--- config.mk ---
export PLATFORM = sky130hd
export DESIGN_NAME = sdu_fragmenter_with_flag_header
export DESIGN_NICKNAME = d
export VERILOG_FILES = /design/src/hdl/sdfh_pkg.sv /design/src/hdl/sdu_fragmenter_with_flag_header.sv /design/src/hdl/sdfh_step.sv /design/src/hdl/sdfh_out.sv
export SDC_FILE = /design/constraint.sdc
export NUM_CORES = 1
export LEC_CHECK = 0
export ABC_AREA = 1
export BUFFER_PORTS_ARGS = -buffer_cell sky130_fd_sc_hd__buf_2
export CAP_MARGIN = 20
export CORE_MARGIN = 2
export CORE_UTILIZATION = 64
export DETAILED_ROUTE_END_ITERATION = 10
export PLACE_DENSITY = 0.93
export SYNTH_ARGS = -nofsm -noshare
export SYNTH_HDL_FRONTEND = slang
export SYNTH_HIERARCHICAL = 1
export SYNTH_SLANG_ARGS = --single-unit
--- constraint.sdc ---
create_clock -name clk -period 8.1 [get_ports clk]
set_input_delay 0 -clock clk [delete_from_list [all_inputs] [get_ports clk]]
set_output_delay 0 -clock clk [all_outputs]
set_load 0.03 [all_outputs]
--- src/hdl/sdfh_pkg.sv ---
// Shared types and constants of the SDU fragmenter.
`timescale 1ns / 1ps
`default_nettype none
package sdfh_pkg;

	// delimiter flag bytes
	localparam logic [7:0] FLAG_WHOLE  = 8'h07;
	localparam logic [7:0] FLAG_FIRST  = 8'h05;
	localparam logic [7:0] FLAG_MIDDLE = 8'h04;
	localparam logic [7:0] FLAG_LAST   = 8'h06;

	localparam int CFG_BITS = 16;
	localparam logic [CFG_BITS-1:0] MAX_FRAG_RESET = 16'd1400;

	// results caused by one input item: optional flag byte, then the data byte
	typedef struct packed {
		logic       hdr;
		logic [7:0] flag;
		logic [7:0] data;
		logic       fend;
		logic       uend;
	} res_t;

endpackage
`default_nettype wire

--- src/hdl/sdu_fragmenter_with_flag_header.sv ---
// Top level of the SDU fragmenter with one-byte delimiter flag header.
//
// Input channel (in_valid/in_stall): one data byte of a unit per item; unit_length
// is sampled on the unit's first byte. Output channel (out_valid/out_stall): a
// byte stream where each fragment opens with a flag byte (is_header high),
// followed by its data bytes; fragment_end and unit_end mark the closing bytes,
// run_last marks the last output of each input item.
// Config channel (cfg_valid/cfg_ready/cfg_data): max fragment size in data
// bytes, always ready; write it only while the block is idle. Reset value 1400.
// An accepted item moves through the input register, then the result register,
// before its first output is valid.
// Throughput: one item per cycle for data-only items while out_stall is low;
// an item that opens a fragment holds off the next until its data byte leaves, as
// the single output port drains the flag and data bytes from the result register.
// Reset clears all unit state and empties the input and result registers.
// When the receiver stalls, the result register holds and the input register
// fills, then in_stall rises; no item is dropped.
`timescale 1ns / 1ps
`default_nettype none
module sdu_fragmenter_with_flag_header import sdfh_pkg::*; #(
	parameter int LENGTH_BITS = 16
) (
	input  wire logic        clk,
	input  wire logic        arst_n,
	input  wire logic        in_valid,
	output      logic        in_stall,
	input  wire logic [7:0]  data_byte,
	input  wire logic [15:0] unit_length,
	output      logic        out_valid,
	input  wire logic        out_stall,
	output      logic [7:0]  out_byte,
	output      logic        is_header,
	output      logic        fragment_end,
	output      logic        unit_end,
	output      logic        run_last,
	input  wire logic        cfg_valid,
	output      logic        cfg_ready,
	input  wire logic [15:0] cfg_data
);

	logic                valid_s1;
	logic [7:0]          data_s1;
	logic [15:0]         len_s1;
	logic [CFG_BITS-1:0] max_frag_q;
	logic                load_ok;
	logic                advance;
	res_t                res;

	assign cfg_ready = 1'b1;
	assign advance   = valid_s1 && load_ok;
	assign in_stall  = valid_s1 && !load_ok;

	// configuration register
	always_ff @(posedge clk or negedge arst_n) begin
		if (!arst_n)                     max_frag_q <= MAX_FRAG_RESET;
		else if (cfg_valid && cfg_ready) max_frag_q <= cfg_data;
	end

	// input register
	always_ff @(posedge clk or negedge arst_n) begin
		if (!arst_n)                     valid_s1 <= 1'b0;
		else if (in_valid && !in_stall)  valid_s1 <= 1'b1;
		else if (advance)                valid_s1 <= 1'b0;
	end

	always_ff @(posedge clk) begin
		if (in_valid && !in_stall) begin
			data_s1 <= data_byte;
			len_s1  <= unit_length;
		end
	end

	sdfh_step #(
		.LENGTH_BITS(LENGTH_BITS)
	) u_step (
		.clk         (clk),
		.arst_n      (arst_n),
		.advance     (advance),
		.data_byte   (data_s1),
		.unit_length (len_s1),
		.max_frag    (max_frag_q),
		.res         (res)
	);

	sdfh_out u_out (
		.clk          (clk),
		.arst_n       (arst_n),
		.load         (advance),
		.res          (res),
		.load_ok      (load_ok),
		.out_valid    (out_valid),
		.out_stall    (out_stall),
		.out_byte     (out_byte),
		.is_header    (is_header),
		.fragment_end (fragment_end),
		.unit_end     (unit_end),
		.run_last     (run_last)
	);

endmodule
`default_nettype wire

--- src/hdl/sdfh_step.sv ---
// Fragmentation state and per-item flag and end-mark logic.
`timescale 1ns / 1ps
`default_nettype none
module sdfh_step import sdfh_pkg::*; #(
	parameter int LENGTH_BITS = 16
) (
	input  wire logic                clk,
	input  wire logic                arst_n,
	input  wire logic                advance,
	input  wire logic [7:0]          data_byte,
	input  wire logic [15:0]         unit_length,
	input  wire logic [CFG_BITS-1:0] max_frag,
	output      res_t                res
);

	localparam int LB = LENGTH_BITS;
	localparam int CW = (LB > CFG_BITS) ? LB : CFG_BITS;

	logic          active_q;
	logic [LB-1:0] bytes_q;
	logic [LB-1:0] frag_q;
	logic          first_q;

	logic [CW-1:0]       len_w;
	logic [LB-1:0]       len_lb;
	logic [LB-1:0]       br0, fl0, fl1, fl2, br2;
	logic                fp0;
	logic [CFG_BITS-1:0] maxf;
	logic                open, fits;

	// state at the start of this item; a new unit loads its length
	always_comb begin
		len_w  = CW'(unit_length);
		len_lb = len_w[LB-1:0];
		if (active_q) begin
			br0 = bytes_q;
			fl0 = frag_q;
			fp0 = first_q;
		end else begin
			br0 = (len_lb == '0) ? LB'(1) : len_lb;
			fl0 = '0;
			fp0 = 1'b1;
		end
	end

	// fragment opening and flag choice
	always_comb begin
		maxf = (max_frag == '0) ? CFG_BITS'(1) : max_frag;
		open = (fl0 == '0);
		fits = CW'(br0) <= CW'(maxf);
		// when the unit does not fit, maxf is below br0 and fits in LB bits
		if (open) fl1 = fits ? br0 : LB'(maxf);
		else      fl1 = fl0;
		fl2 = fl1 - LB'(1);
		br2 = br0 - LB'(1);
	end

	always_comb begin
		res.hdr  = open;
		if (fp0) res.flag = fits ? FLAG_WHOLE : FLAG_FIRST;
		else     res.flag = fits ? FLAG_LAST  : FLAG_MIDDLE;
		res.data = data_byte;
		res.fend = (fl2 == '0);
		res.uend = (br2 == '0);
	end

	// state update as the item moves on to the result register
	always_ff @(posedge clk or negedge arst_n) begin
		if (!arst_n) begin
			active_q <= 1'b0;
			bytes_q  <= '0;
			frag_q   <= '0;
			first_q  <= 1'b0;
		end else if (advance) begin
			if (br2 == '0) begin
				active_q <= 1'b0;
				bytes_q  <= '0;
				frag_q   <= '0;
				first_q  <= 1'b0;
			end else begin
				active_q <= 1'b1;
				bytes_q  <= br2;
				frag_q   <= fl2;
				first_q  <= open ? 1'b0 : fp0;
			end
		end
	end

endmodule
`default_nettype wire

--- src/hdl/sdfh_out.sv ---
// Result register: presents the flag byte, if the item has one, then the data byte of one item.
`timescale 1ns / 1ps
`default_nettype none
module sdfh_out import sdfh_pkg::*; (
	input  wire logic       clk,
	input  wire logic       arst_n,
	input  wire logic       load,
	input  wire res_t       res,
	output      logic       load_ok,
	output      logic       out_valid,
	input  wire logic       out_stall,
	output      logic [7:0] out_byte,
	output      logic       is_header,
	output      logic       fragment_end,
	output      logic       unit_end,
	output      logic       run_last
);

	logic       valid_s2;
	logic       hdr_s2;
	logic [7:0] flag_s2;
	logic [7:0] data_s2;
	logic       fend_s2;
	logic       uend_s2;
	logic       take;

	assign take    = valid_s2 && !out_stall;
	// room once empty or when the data byte leaves this cycle
	assign load_ok = !valid_s2 || (take && !hdr_s2);

	always_ff @(posedge clk or negedge arst_n) begin
		if (!arst_n) begin
			valid_s2 <= 1'b0;
			hdr_s2   <= 1'b0;
		end else if (load) begin
			valid_s2 <= 1'b1;
			hdr_s2   <= res.hdr;
		end else if (take) begin
			if (hdr_s2) hdr_s2 <= 1'b0;
			else        valid_s2 <= 1'b0;
		end
	end

	// payload
	always_ff @(posedge clk) begin
		if (load) begin
			flag_s2 <= res.flag;
			data_s2 <= res.data;
			fend_s2 <= res.fend;
			uend_s2 <= res.uend;
		end
	end

	assign out_valid    = valid_s2;
	assign is_header    = hdr_s2;
	assign out_byte     = hdr_s2 ? flag_s2 : data_s2;
	assign fragment_end = !hdr_s2 && fend_s2;
	assign unit_end     = !hdr_s2 && uend_s2;
	assign run_last     = !hdr_s2;

endmodule
`default_nettype wire
; Word-level counts from Yosys, hierarchy flattened
; Index checks and enable logic that the tools add are counted.
[classes]
n_reduce_logical = 21
n_lt_le_gt_ge = 1
muxes = 23
add_sub_neg = 2
eq_ne = 1
[ops]
columns = cell, count
row1 = $mux 16, 8
row2 = $logic_not 16->1, 5
row3 = $sub 16x1->16 const B, 2
row4 = $le 16x16->1, 1
row5 = $mux 8, 2
row6 = $mux 1, 11
row7 = $logic_and 1x1->1, 7
row8 = $logic_not 1->1, 5
row9 = $mux 2, 2
row10 = $reduce_bool 2->1, 2
row11 = $ne 2x2->1 const B, 1
row12 = $reduce_and 2->1, 1
row13 = $logic_or 1x1->1, 1
[word_totals]
output_inout_bits = 15
ff_bits = 95
wordCells = 62
in_bits = 45

; Depth between registers and ports, before layout
; Gate-level depths: netlist of the first run.
[logic_depth]
ltp_word = 9
ltp_mapped = 33

; By module
; Netlist of the first run, hierarchy kept.
[modules_own_cells]
columns = module, n_inst, area_per_inst_um2, cells_each
row1 = sdfh_step, 1, 3555.9, 582
row2 = sdu_fragmenter_with_flag_header, 1, 1446.4, 102
row3 = sdfh_out, 1, 742.0, 59

; Worst setup path before layout of the first run
; OpenSTA, ideal clock, no wires.
[synth_path]
path_kind = register to register
startpoint = register u_step.active_q
endpoint = register u_out.fend_s2 (data pin)
n_path_buf = 4
arrival_time_ns = 3.266
slack_ns = 4.583
t_required_ns = 7.849
path_stages_with_launch = 26
path_cell_list = dfrtp_1 > buf_6 > buf_6 > buf_4 > mux2i_1 > inv_1 > ha_1 > nand2_1 > nor3_2 > nand3_2 > nand2_1 > buf_2 > nand2_1 > nand3_1 > nand2_2 > inv_1 > ha_1 > nand3_1 > nor2_2 > nand2_1 > inv_1 > nand3b_1 > nand2_1 > nor2_1 > nand2_1 > nor2_1
[synth_lines]
columns = element, line_no
row1 = "start, declared", sdfh_step.sv:19  ; logic active_q;
row2 = "start signal, assigned", sdfh_step.sv:70  ; active_q <= 1'b0;
row3 = "start signal, assigned", sdfh_step.sv:76  ; active_q <= 1'b0;
row4 = "start signal, assigned", sdfh_step.sv:81  ; active_q <= 1'b1;
row5 = "end signal, assigned", sdfh_out.sv:49  ; fend_s2 <= res.fend;
row6 = "end, declared", sdfh_out.sv:23  ; logic fend_s2;

==> reports/summary.txt, run 1 <==
status: finished clean
switching pwr: 1300 uW
Tmin final: 5080 ps
Clock transition at path regs: 120 ps
WP data arrival: 5320 ps
slowest CP cell: dfrtp_1
Ports: 60
hpwl dp: 10200 um
core footprint: 8720 sq um
Compound-Gate Fraction of Synth Area: 6.90%
Avg Cell Area, Syn: 7.73 sq um
first-pass GRT wire length: 25300 um
ys flop type: dfrtp_1
die width: 98.7 um
main combinational cell family by area after synthesis: simple AND/OR/NAND/NOR gates
clock power share: 13.0%
Pins Over Slew Limit: 0
#FFs+latches synth: 95
Synth Cell Area: 5740 sq um
PwrDens: 378 nW/um^2
P&R area growth vs syn: 15.0%
# fillers: 595
Starting DRT DRC Count: 421
Rel. slew slack: 46.6%
routed wl met2: 7410 um
post-synthesis adder-cell area fraction: 4.36%
Clock Skew: 14.9 ps
CTS Sinks: 95
cell row count: 34
GPL Wtd Cong: 1.03
initial antenna violation count: 0
slowest stage delay, CP: 810 ps
Worst Setup End Kind: register
vias in the first global route: 5193
switching share of power: 51.9%
# DRC: 0
sequential cell area: 2590 sq um
wire per inst: 16.2 um
Longest Clk Path Bufs: 2
Post-CTS Setup Inserts: 0
unrepaired setup endpoints after global routing: false
proportion of synthesized area in mux cells: 0.174%
die area: 9750 sq um
Top Layer Used: met4
post-route antenna net violation count: 0
f_max: 197 MHz
max-cap violation count: 0
CTS Buf Count: 9
Cells after Synth: 743
clock latency on the worst-skew pair: 380 ps
Die H: 98.7 um
Worst EP required: 8340 ps
CTS root buffer: clkbuf_8
Vias per Instance: 5.66
nets: 891
period utilization: 62.7%
layout cells sized above 1: 13.6%
sequential cell area fraction in the yosys report: 45.2%
final core occ: 75.8%
Peak VDD IR: 0.175 mV
starting density of the core: 65.9%
combinational share of power: 58.1%
CP Class: register to register
setup violators final: 0
gr ovfl total: 0
Reg power frac: 28.9%
number of H-tree levels: 3
Crit Path Max Fanout: 26
post-synthesis xor/xnor area fraction: 1.83%
drt first pass iters: 5
asr flop ratio synth: 55.8%
CTS tree: done
multi-input logic area: 2530 sq um
GR Util All Layers: 32.8%
aggregate routed wire length: 15200 um
number of port buffers: 58
Setup TNS Final: 0 ps
Post-synth EDFFs: 42
via count: 5313
Critical Path Most Common Cell: nand2_1
simple-gate area share of the yosys netlist: 30.2%
Yosys cell types: 37
Final Hold Fails: 0
DR WL met3: 1300 um
Internal Power: 1200 uW
largest net degree at the start of global routing: 54
Hold Crit Class: input port to register
DRT met1 WL: 5900 um
antenna cell count: 0
Ys Warns: 6
Leak Pwr: 0.00332 uW
Worst Tran Pin Value: 799 ps
CP Launch Type: register
-- sequential cells by signal, indices dropped and copies added (netlist names), 8 cells and up --
name	flops
u_out/flag_s2	8
max_frag_q	16
data_s1	8
len_s1	16
u_step/bytes_q	16
u_step/frag_q	16
u_out/data_s2	8
-- what timing repair did --
item                      4_1_cts  5_1_grt
hold buffers                   43        0
hold endpoints to repair       89        0
resized for setup               0        0
-- per-stage QoR --
| step | instance area, sq um | worst slack, ps | cells | hold WS, ps | power [uW] |
|---|---|---|---|---|---|
| finish | 6610 | 3020 | 939 | 92.1 | 2500 |
| global route | 6610 | 2450 | 939 | 106 | 2710 |
| CTS | 6590 | 3180 | 938 | 56.1 | 2450 |
| detailed placement | 5950 | 3250 | 879 | 165 | 2110 |
| global placement | 5930 | 3420 | 878 | 157 | 2060 |
| floorplan | 5760 | 4580 | 747 | -296 | 1800 |
-- layer usage --
metal / vias up / global-route usage (%)
met3: 55 / 5.46
met1: 2425 / 41.1
met4: 0 / 13.9
met5: - / 0
met2: 322 / 56.2
li1: 2511 / -
-- critical path: cells and delay by family (launching register included) --
| kind | cells | cell delay [ps] |
|---|---|---|
| buffers and inverters | 5 | 740 |
| AO/OA/AOI/OAI | 1 | 540 |
| AND/OR/NAND/NOR | 21 | 2370 |
| flip-flops | 1 | 810 |
| adder cells (fa/ha/maj) | 2 | 460 |
-- Yosys cell counts, drive strengths merged, types with 2 or more instances --
cell type | n | area [sq um]
nor3 | 5 | 41.3
edfxtp | 42 | 1260
xor2 | 12 | 105
dfstp | 6 | 158
nand4 | 15 | 106
nor4 | 3 | 18.8
ha | 20 | 250
nand3 | 62 | 320
clkbuf | 5 | 18.8
nand2 | 260 | 991
buf | 33 | 267
inv | 95 | 357
a21oi | 9 | 45.0
dfrtp | 47 | 1180
nor2 | 57 | 229
o21ai | 60 | 323
conb | 3 | 11.3
nand3b | 2 | 15.0
-- cells by family after synthesis --
kind of cell    Yosys count
buf+inv                 133
mux                       1
flops                    95
simple gates            406
fa+ha+maj                20
xor+xnor                 12
other cells               3
compound gates           73
-- cell usage in the layout, fill, tap and decap left out, types with 4 or more instances in the layout --
| cell | netlist | final |
|---|---|---|
| nand2_1 | 254 | 254 |
| inv_1 | 91 | 91 |
| nand3_1 | 60 | 60 |
| buf_2 | 3 | 58 |
| nor2_1 | 53 | 53 |
| dfrtp_1 | 47 | 47 |
| o21ai_0 | 44 | 44 |
| dlygate4sd3_1 | 0 | 43 |
| edfxtp_1 | 42 | 42 |
| ha_1 | 20 | 20 |
| nand4_1 | 13 | 13 |
| xor2_1 | 12 | 12 |
| o21ai_1 | 10 | 10 |
| clkbuf_8 | 0 | 9 |
| a21oi_1 | 9 | 8 |
| conb_1 | 3 | 7 |
| o21ai_2 | 6 | 6 |
| dfstp_2 | 6 | 6 |
| nand2_2 | 6 | 6 |
| inv_2 | 4 | 4 |
-- worst paths after layout --
path                            depth (start not counted)                   startpoint                             end  slack (ps)
worst max-delay path                                   29  u_step/active_q$_DFFE_PN0P_         u_out/fend_s2$_DFFE_PP_        3020
min in group asynchronous                               3                       arst_n     u_out/is_header$_DFFE_PN0P_         270
max in group asynchronous                               3                       arst_n  u_step/bytes_q[12]$_DFFE_PN0P_        7380
worst max register to register                         29  u_step/active_q$_DFFE_PN0P_         u_out/fend_s2$_DFFE_PP_        3020
worst min-delay path                                    3                    cfg_valid       max_frag_q[5]$_DFFE_PN1P_          90
worst min register to register                          0         data_s1[6]$_DFFE_PP_      u_out/data_s2[6]$_DFFE_PP_         430
-- final cells by class --
type / count / share of cell area [%]
clock buffers: 9 / 1.88
clock inverters: 7 / 1.27
inverters: 95 / 5.40
multi-input cells: 519 / 38.2
flip-flops and latches: 95 / 39.3
well taps: 108 / 2.05
repair buffers: 106 / 11.9
-- power by group through the flow --
stage                     registers [uW]  logic, uW  clock network, uW
after floorplan                      697       1110                  0
after global placement               725       1340                  0
after detailed placement             727       1380                  0
after CTS                            720       1410                324
after global routing                 734       1630                347
final                                723       1450                325
(Power assumes the default switching activity.)
==> inputs of run 2 (changes only) <==
--- a/config.mk
+++ b/config.mk
@@ -9,9 +9,9 @@
 export BUFFER_PORTS_ARGS = -buffer_cell sky130_fd_sc_hd__buf_2
 export CAP_MARGIN = 20
 export CORE_MARGIN = 2
-export CORE_UTILIZATION = 64
+export CORE_UTILIZATION = 60
 export DETAILED_ROUTE_END_ITERATION = 10
-export PLACE_DENSITY = 0.93
+export PLACE_DENSITY = 0.88
 export SYNTH_ARGS = -nofsm -noshare
 export SYNTH_HDL_FRONTEND = slang
 export SYNTH_HIERARCHICAL = 1
==> constraint.sdc (replaced) <==
create_clock -name clk -period 5.16 [get_ports clk]
set_input_delay 0 -clock clk [delete_from_list [all_inputs] [get_ports clk]]
set_output_delay 0 -clock clk [all_outputs]
set_load 0.03 [all_outputs]
==> run 2 against run 1 <==
Worst setup slack worse by 2300 ps. Core utilization is 3.9 points lower. Maximum frequency is 15% higher. Global-route usage is 2.7 points lower. Combinational power is 59% higher. Cell count is 2.9% higher. Total power is 58% higher. Via count is 2.4% lower. Clock skew is 0.89 ps higher. Clock power is 54% higher. Critical path depth is 6 lower. Routed wire length is 1.6% lower. Critical endpoint unchanged. Largest cell class unchanged. Highest routed layer unchanged.
==> reports/summary.txt, run 2 (synthesis gave the netlist of run 1 again) <==
most frequent cells in the layout: nand2_1, inv_1, nand3_1, buf_2, nor2_1
Clock Skew: 15.8 ps (+0.887 ps)
post-route antenna net violation count: 0 (unchanged)
clock latency on the worst-skew pair: 360 ps (-20 ps)
first-pass GRT wire length: 24000 um (-5.0%)
period utilization: 85.7% (+23 points)
slowest CP cell: dfrtp_2
Largest delay share family, worst path: simple AND/OR/NAND/NOR gates
# DRC: 0 (unchanged)
multi-input logic area: 2530 sq um (unchanged)
Final Cell Area: 6670 sq um (+0.95%)
GPL Wtd Cong: 0.967 (-6.4%)
number of port buffers: 58 (unchanged)
PwrDens: 592 nW/um^2 (+56%)
status: finished clean
f_max: 226 MHz (+15%)
starting density of the core: 61.9% (-4.0 points)
Peak VDD IR: 0.280 mV (+60%)
Pins Over Slew Limit: 0 (unchanged)
core footprint: 9280 sq um (+6.5%)
Final Hold Fails: 0 (unchanged)
CTS tree: done
Hold Crit Class: input port to register
die width: 102 um (+3.1%)
Post-CTS Setup Inserts: 0 (unchanged)
aggregate routed wire length: 14900 um (-1.6%)
nets: 897 (+0.67%)
Crit Path Max Fanout: 30 (+15%)
sequential cell area: 2600 sq um (about the same)
Setup TNS Final: 0 ps (unchanged)
number of H-tree levels: 3 (unchanged)
drt first pass iters: 5 (unchanged)
CTS Sinks: 95 (unchanged)
CTS root buffer: clkbuf_8
initial antenna violation count: 0 (unchanged)
hpwl dp: 10300 um (+0.74%)
max-cap violation count: 0 (unchanged)
CP Launch Type: register
Post-DP Area: 6030 sq um (+1.3%)
Tmin final: 4420 ps (-656 ps)
WP data arrival: 4660 ps (-660 ps)
Worst EP required: 5390 ps (-2950 ps)
Rel. slew slack: 54.6% (+8.0 points)
commonest non-fill, non-tap cell in the layout: nand2_1
cell row count: 35 (+2.9%)
Critical Path Most Common Cell: nand3_1
largest net degree at the start of global routing: 54 (unchanged)
die area: 10400 sq um (+6.4%)
GR Util All Layers: 30.1% (-2.7 points)
Ports: 60 (unchanged)
CTS Buf Count: 9 (unchanged)
Leak Pwr: 0.00335 uW (+0.76%)
vias in the first global route: 5058 (-2.6%)
layout cells sized above 1: 14.3% (+0.74 points)
critical-path cell list: buf_4 > mux2i_1 > inv_1 > ha_1 > a21oi_1 > o21ai_0 > a21oi_1 > nand2_2 > nand2_1 > buf_4 > nand2_1 > nand3_1 > nand2_2 > inv_1 > ha_1 > nand3_1 > nor2_2 > nand3_1 > nand2_1 > nand3_1 > nor2_1 > nand3_1 > nor2_1
CP bufs+invs: 4 (-1)
# fillers: 722 (+21%)
setup violators final: 0 (unchanged)
Die H: 102 um (+3.1%)
Vias per Instance: 5.37 (-5.2%)
CP Class: register to register
Worst Setup End Kind: register
antenna cell count: 0 (unchanged)
wire per inst: 15.5 um (-4.3%)
P&R area growth vs syn: 16.1%
gr ovfl total: 0 (unchanged)
Worst Tran Pin Value: 681 ps (-118 ps)
slowest stage delay, CP: 700 ps (-110 ps)
Clock transition at path regs: 110 ps (about the same)
via count: 5184 (-2.4%)
Starting DRT DRC Count: 275 (-35%)
unrepaired setup endpoints after global routing: false
Longest Clk Path Bufs: 2 (unchanged)
[run 2: cell types whose count changed in the layout (fill, tap and decap cells not counted), sizes merged]
cell | previous run | this run
buf | 63 | 69
[run 2: worst paths after layout]
path | from | to | slack, ps | cells past startpoint
setup / recovery | u_step/active_q$_DFFE_PN0P_ | u_out/fend_s2$_DFFE_PP_ | 740 | 23
hold / removal | cfg_valid | max_frag_q[5]$_DFFE_PN1P_ | 90 | 3
setup reg to reg | u_step/active_q$_DFFE_PN0P_ | u_out/fend_s2$_DFFE_PP_ | 740 | 23
hold reg to reg | data_s1[5]$_DFFE_PP_ | u_out/data_s2[5]$_DFFE_PP_ | 430 | 0
max in group asynchronous | arst_n | u_step/active_q$_DFFE_PN0P_ | 4400 | 3
min in group asynchronous | arst_n | valid_s1$_DFFE_PN0P_ | 280 | 3
[run 2: layout make-up]
cell class,count,share of cell area [%]
sequential,95,38.9
multi-input combinational,519,37.9
timing repair buffer,112,12.3
inverter,95,5.35
tap,129,2.42
clock buffer,9,1.86
clock inverter,7,1.22
[run 2: timing repair]
item,4_1_cts,5_1_grt
gates resized for setup,0,1
hold endpoints to repair,89,0
hold buffers,43,0
setup endpoints to repair,0,1
[run 2: tightest hold or removal path, cell delays in order]
cell and delay [ps]:
buf_2 260, nand2_1 120, o21ai_0 70
[run 2: report_power, final]
group,switching [uW],leakage [uW],internal [uW]
clock network,307,0.000103,194
logic,1580,0.00219,718
registers,143,0.00106,1000
[run 2: per-stage QoR]
step	hold WS [ps]	instances	setup WS [ps]	total power, uW	util [%]
after global placement	170	906	772	3290	64.7
after detailed placement	174	907	633	3350	65.0
after global routing	122	966	301	4260	71.8
after CTS	59.0	966	595	3890	71.8
final	90.9	966	738	3950	71.8
after floorplan	-296	747	1640	2830	-
[run 2: routing by layer]
metal | track usage [%] | part of all wire, % | up-vias
li1 | - | - | 2532
met1 | 37.1 | 42 | 2380
met2 | 51.3 | 49 | 225
met3 | 5.61 | 5.9 | 47
met4 | 14.5 | 3.5 | 0
met5 | 0 | 0 | -
==> inputs of run 3 (changes only) <==
--- a/config.mk
+++ b/config.mk
@@ -9,9 +9,9 @@
 export BUFFER_PORTS_ARGS = -buffer_cell sky130_fd_sc_hd__buf_2
 export CAP_MARGIN = 20
 export CORE_MARGIN = 2
-export CORE_UTILIZATION = 60
+export CORE_UTILIZATION = 30
 export DETAILED_ROUTE_END_ITERATION = 10
-export PLACE_DENSITY = 0.88
+export PLACE_DENSITY = 0.53
 export SYNTH_ARGS = -nofsm -noshare
 export SYNTH_HDL_FRONTEND = slang
 export SYNTH_HIERARCHICAL = 1
==> constraint.sdc (replaced) <==
create_clock -name clk -period 5.16 [get_ports clk]
set_input_delay 1.032 -clock clk [delete_from_list [all_inputs] [get_ports clk]]
set_output_delay 1.032 -clock clk [all_outputs]
set_load 0.03 [all_outputs]
==> run 3 against run 2 <==
Clock skew is 5.6 ps lower. Clock-buffer cell count is 2 higher. Worst hold slack better by 330 ps. Core utilization is 37 points lower. Total power is 2.7% higher. Non-clock buffer count is 42 lower.
==> reports/summary.txt, run 3 (synthesis gave the netlist of run 1 again) <==
status: finished clean
CTS Sinks: 95 (unchanged)
unrepaired setup endpoints after global routing: false
CP startpoint: u_step/active_q$_DFFE_PN0P_
Clock Skew: 10.2 ps (-5.56 ps)
r2r startpoint: u_step/active_q$_DFFE_PN0P_
Post-CTS Setup Inserts: 0 (unchanged)
clock latency on the worst-skew pair: 350 ps (about the same)
Rel. slew slack: 46.3% (-8.3 points)
Longest Clk Path Bufs: 2 (unchanged)
f_max: 223 MHz (-1.5%)
die width: 142 um (+40%)
CP Launch Type: register
GR Util All Layers: 15.0% (-15 points)
Tmin final: 4490 ps (+66.2 ps)
aggregate routed wire length: 14300 um (-4.2%)
Largest delay share family, worst path: simple AND/OR/NAND/NOR gates
Starting DRT DRC Count: 364 (+32%)
# DRC: 0 (unchanged)
starting density of the core: 30.6% (-31 points)
most frequent cells in the layout: nand2_1, inv_1, nand3_1, buf_2, nor2_1
Critical Path Most Common Cell: nand2_1
commonest non-fill, non-tap cell in the layout: nand2_1
PwrDens: 628 nW/um^2 (+6.0%)
number of H-tree levels: 3 (unchanged)
R2R cell count: 28 (+22%)
Worst Setup End Kind: register
vias in the first global route: 4445 (-12%)
WP data arrival: 4700 ps (+40 ps)
Ports: 60 (unchanged)
CP Depth: 28 (+22%)
Crit Path Max Fanout: 28 (-6.7%)
Hold Crit Class: register to register
DRT met1 WL: 6990 um (+12%)
Clock transition at path regs: 70 ps (-40 ps)
R2R setup slack: 670 ps (-70 ps)
reg2reg end: u_out/fend_s2$_DFFE_PP_
Hold Crit Depth: 0 (-3)
Worst EP required: 5370 ps (-20 ps)
hpwl dp: 11000 um (+6.9%)
slowest stage delay, CP: 870 ps (+170 ps)
drt first pass iters: 9 (+4)
Power, Total: 4050 uW (+2.7%)
Pins Over Slew Limit: 0 (unchanged)
CP Capture Point: u_out/fend_s2$_DFFE_PP_
CP Class: register to register
Top Layer Used: met4
CTS root buffer: clkbuf_16
antenna cell count: 0 (unchanged)
hold_ws: 420 ps (+329 ps)
P&R area growth vs syn: 12.5%
initial antenna violation count: 0 (unchanged)
Hold Path Origin: data_s1[3]$_DFFE_PP_
CTS Buf Count: 9 (unchanged)
largest net degree at the start of global routing: 54 (unchanged)
CP bufs+invs: 5 (+1)
CTS tree: done
number of port buffers: 58 (unchanged)
GPL Wtd Cong: 0.946 (-2.2%)
layout cells sized above 1: 15.0% (+0.63 points)
Worst Tran Pin Value: 805 ps (+124 ps)
Setup TNS Final: 0 ps (unchanged)
die area: 20300 sq um (+95%)
period utilization: 87.0% (+1.3 points)
slowest CP cell: dfrtp_1
routed wl met2: 6250 um (-14%)
first-pass GRT wire length: 23500 um (-2.2%)
Peak VDD IR: 0.216 mV (-23%)
via count: 4734 (-8.7%)
Leak Pwr: 0.00321 uW (-4.1%)
cell row count: 50 (+43%)
DR WL met3: 767 um (-13%)
CTS resizes: 0 (unchanged)
max-cap violation count: 0 (unchanged)
# hold bufs at CTS: 0 (-100%)
wire per inst: 13.9 um (-10%)
nets: 855 (-4.7%)
Final Hold Fails: 0 (unchanged)
Vias per Instance: 4.60 (-14%)
setup violators final: 0 (unchanged)
post-route antenna net violation count: 0 (unchanged)
gr ovfl total: 0 (unchanged)
core footprint: 18800 sq um (+100%)
Die H: 142 um (+40%)
run 3: where the power goes:
group / switching (uW) / leakage [uW] / internal, uW
clock network: 298 / 0.000148 / 394
logic: 1540 / 0.00201 / 687
registers: 126 / 0.00106 / 1000
run 3: layout make-up:
| type | instances | area [sq um] |
|---|---|---|
| fillers | 2021 | 12300 |
| flip-flops and latches | 95 | 2590 |
| multi-input cells | 519 | 2530 |
| repair buffers | 70 | 380 |
| inverters | 95 | 357 |
| well taps | 234 | 293 |
| clock buffers | 11 | 243 |
| clock inverters | 5 | 66.3 |
run 3: worst register-to-register path, delay by kind of cell, from the launching register on:
family / cells / cell delay [ps]
simple gates: 20 / 2120
flops: 1 / 870
buf+inv: 5 / 570
fa+ha+maj: 2 / 530
compound gates: 1 / 240
run 3: per-stage QoR:
| stage | instances | area [sq um] | utilization, % | worst slack, ps |
|---|---|---|---|---|
| finish | 1029 | 6460 | 34.4 | 671 |
| global route | 1029 | 6460 | 34.4 | 11.9 |
| CTS | 1029 | 6460 | 34.4 | 671 |
| detailed placement | 1013 | 6150 | 32.8 | 684 |
| global placement | 1013 | 6150 | 32.8 | 792 |
| floorplan | 747 | 5760 | - | 1640 |
run 3: worst min path at each step:
stage,end
finish,u_out/data_s2[3]$_DFFE_PP_
floorplan,max_frag_q[10]$_DFFE_PN1P_
CTS,u_out/data_s2[7]$_DFFE_PP_
global placement,u_out/data_s2[4]$_DFFE_PP_
global route,u_out/data_s2[6]$_DFFE_PP_
detailed placement,u_out/data_s2[7]$_DFFE_PP_
run 3: metal layers:
| metal | vias up | track usage, % |
|---|---|---|
| met5 | - | 0 |
| li1 | 2447 | - |
| met4 | 0 | 5.05 |
| met3 | 21 | 3.16 |
| met2 | 134 | 22.9 |
| met1 | 2132 | 21.2 |
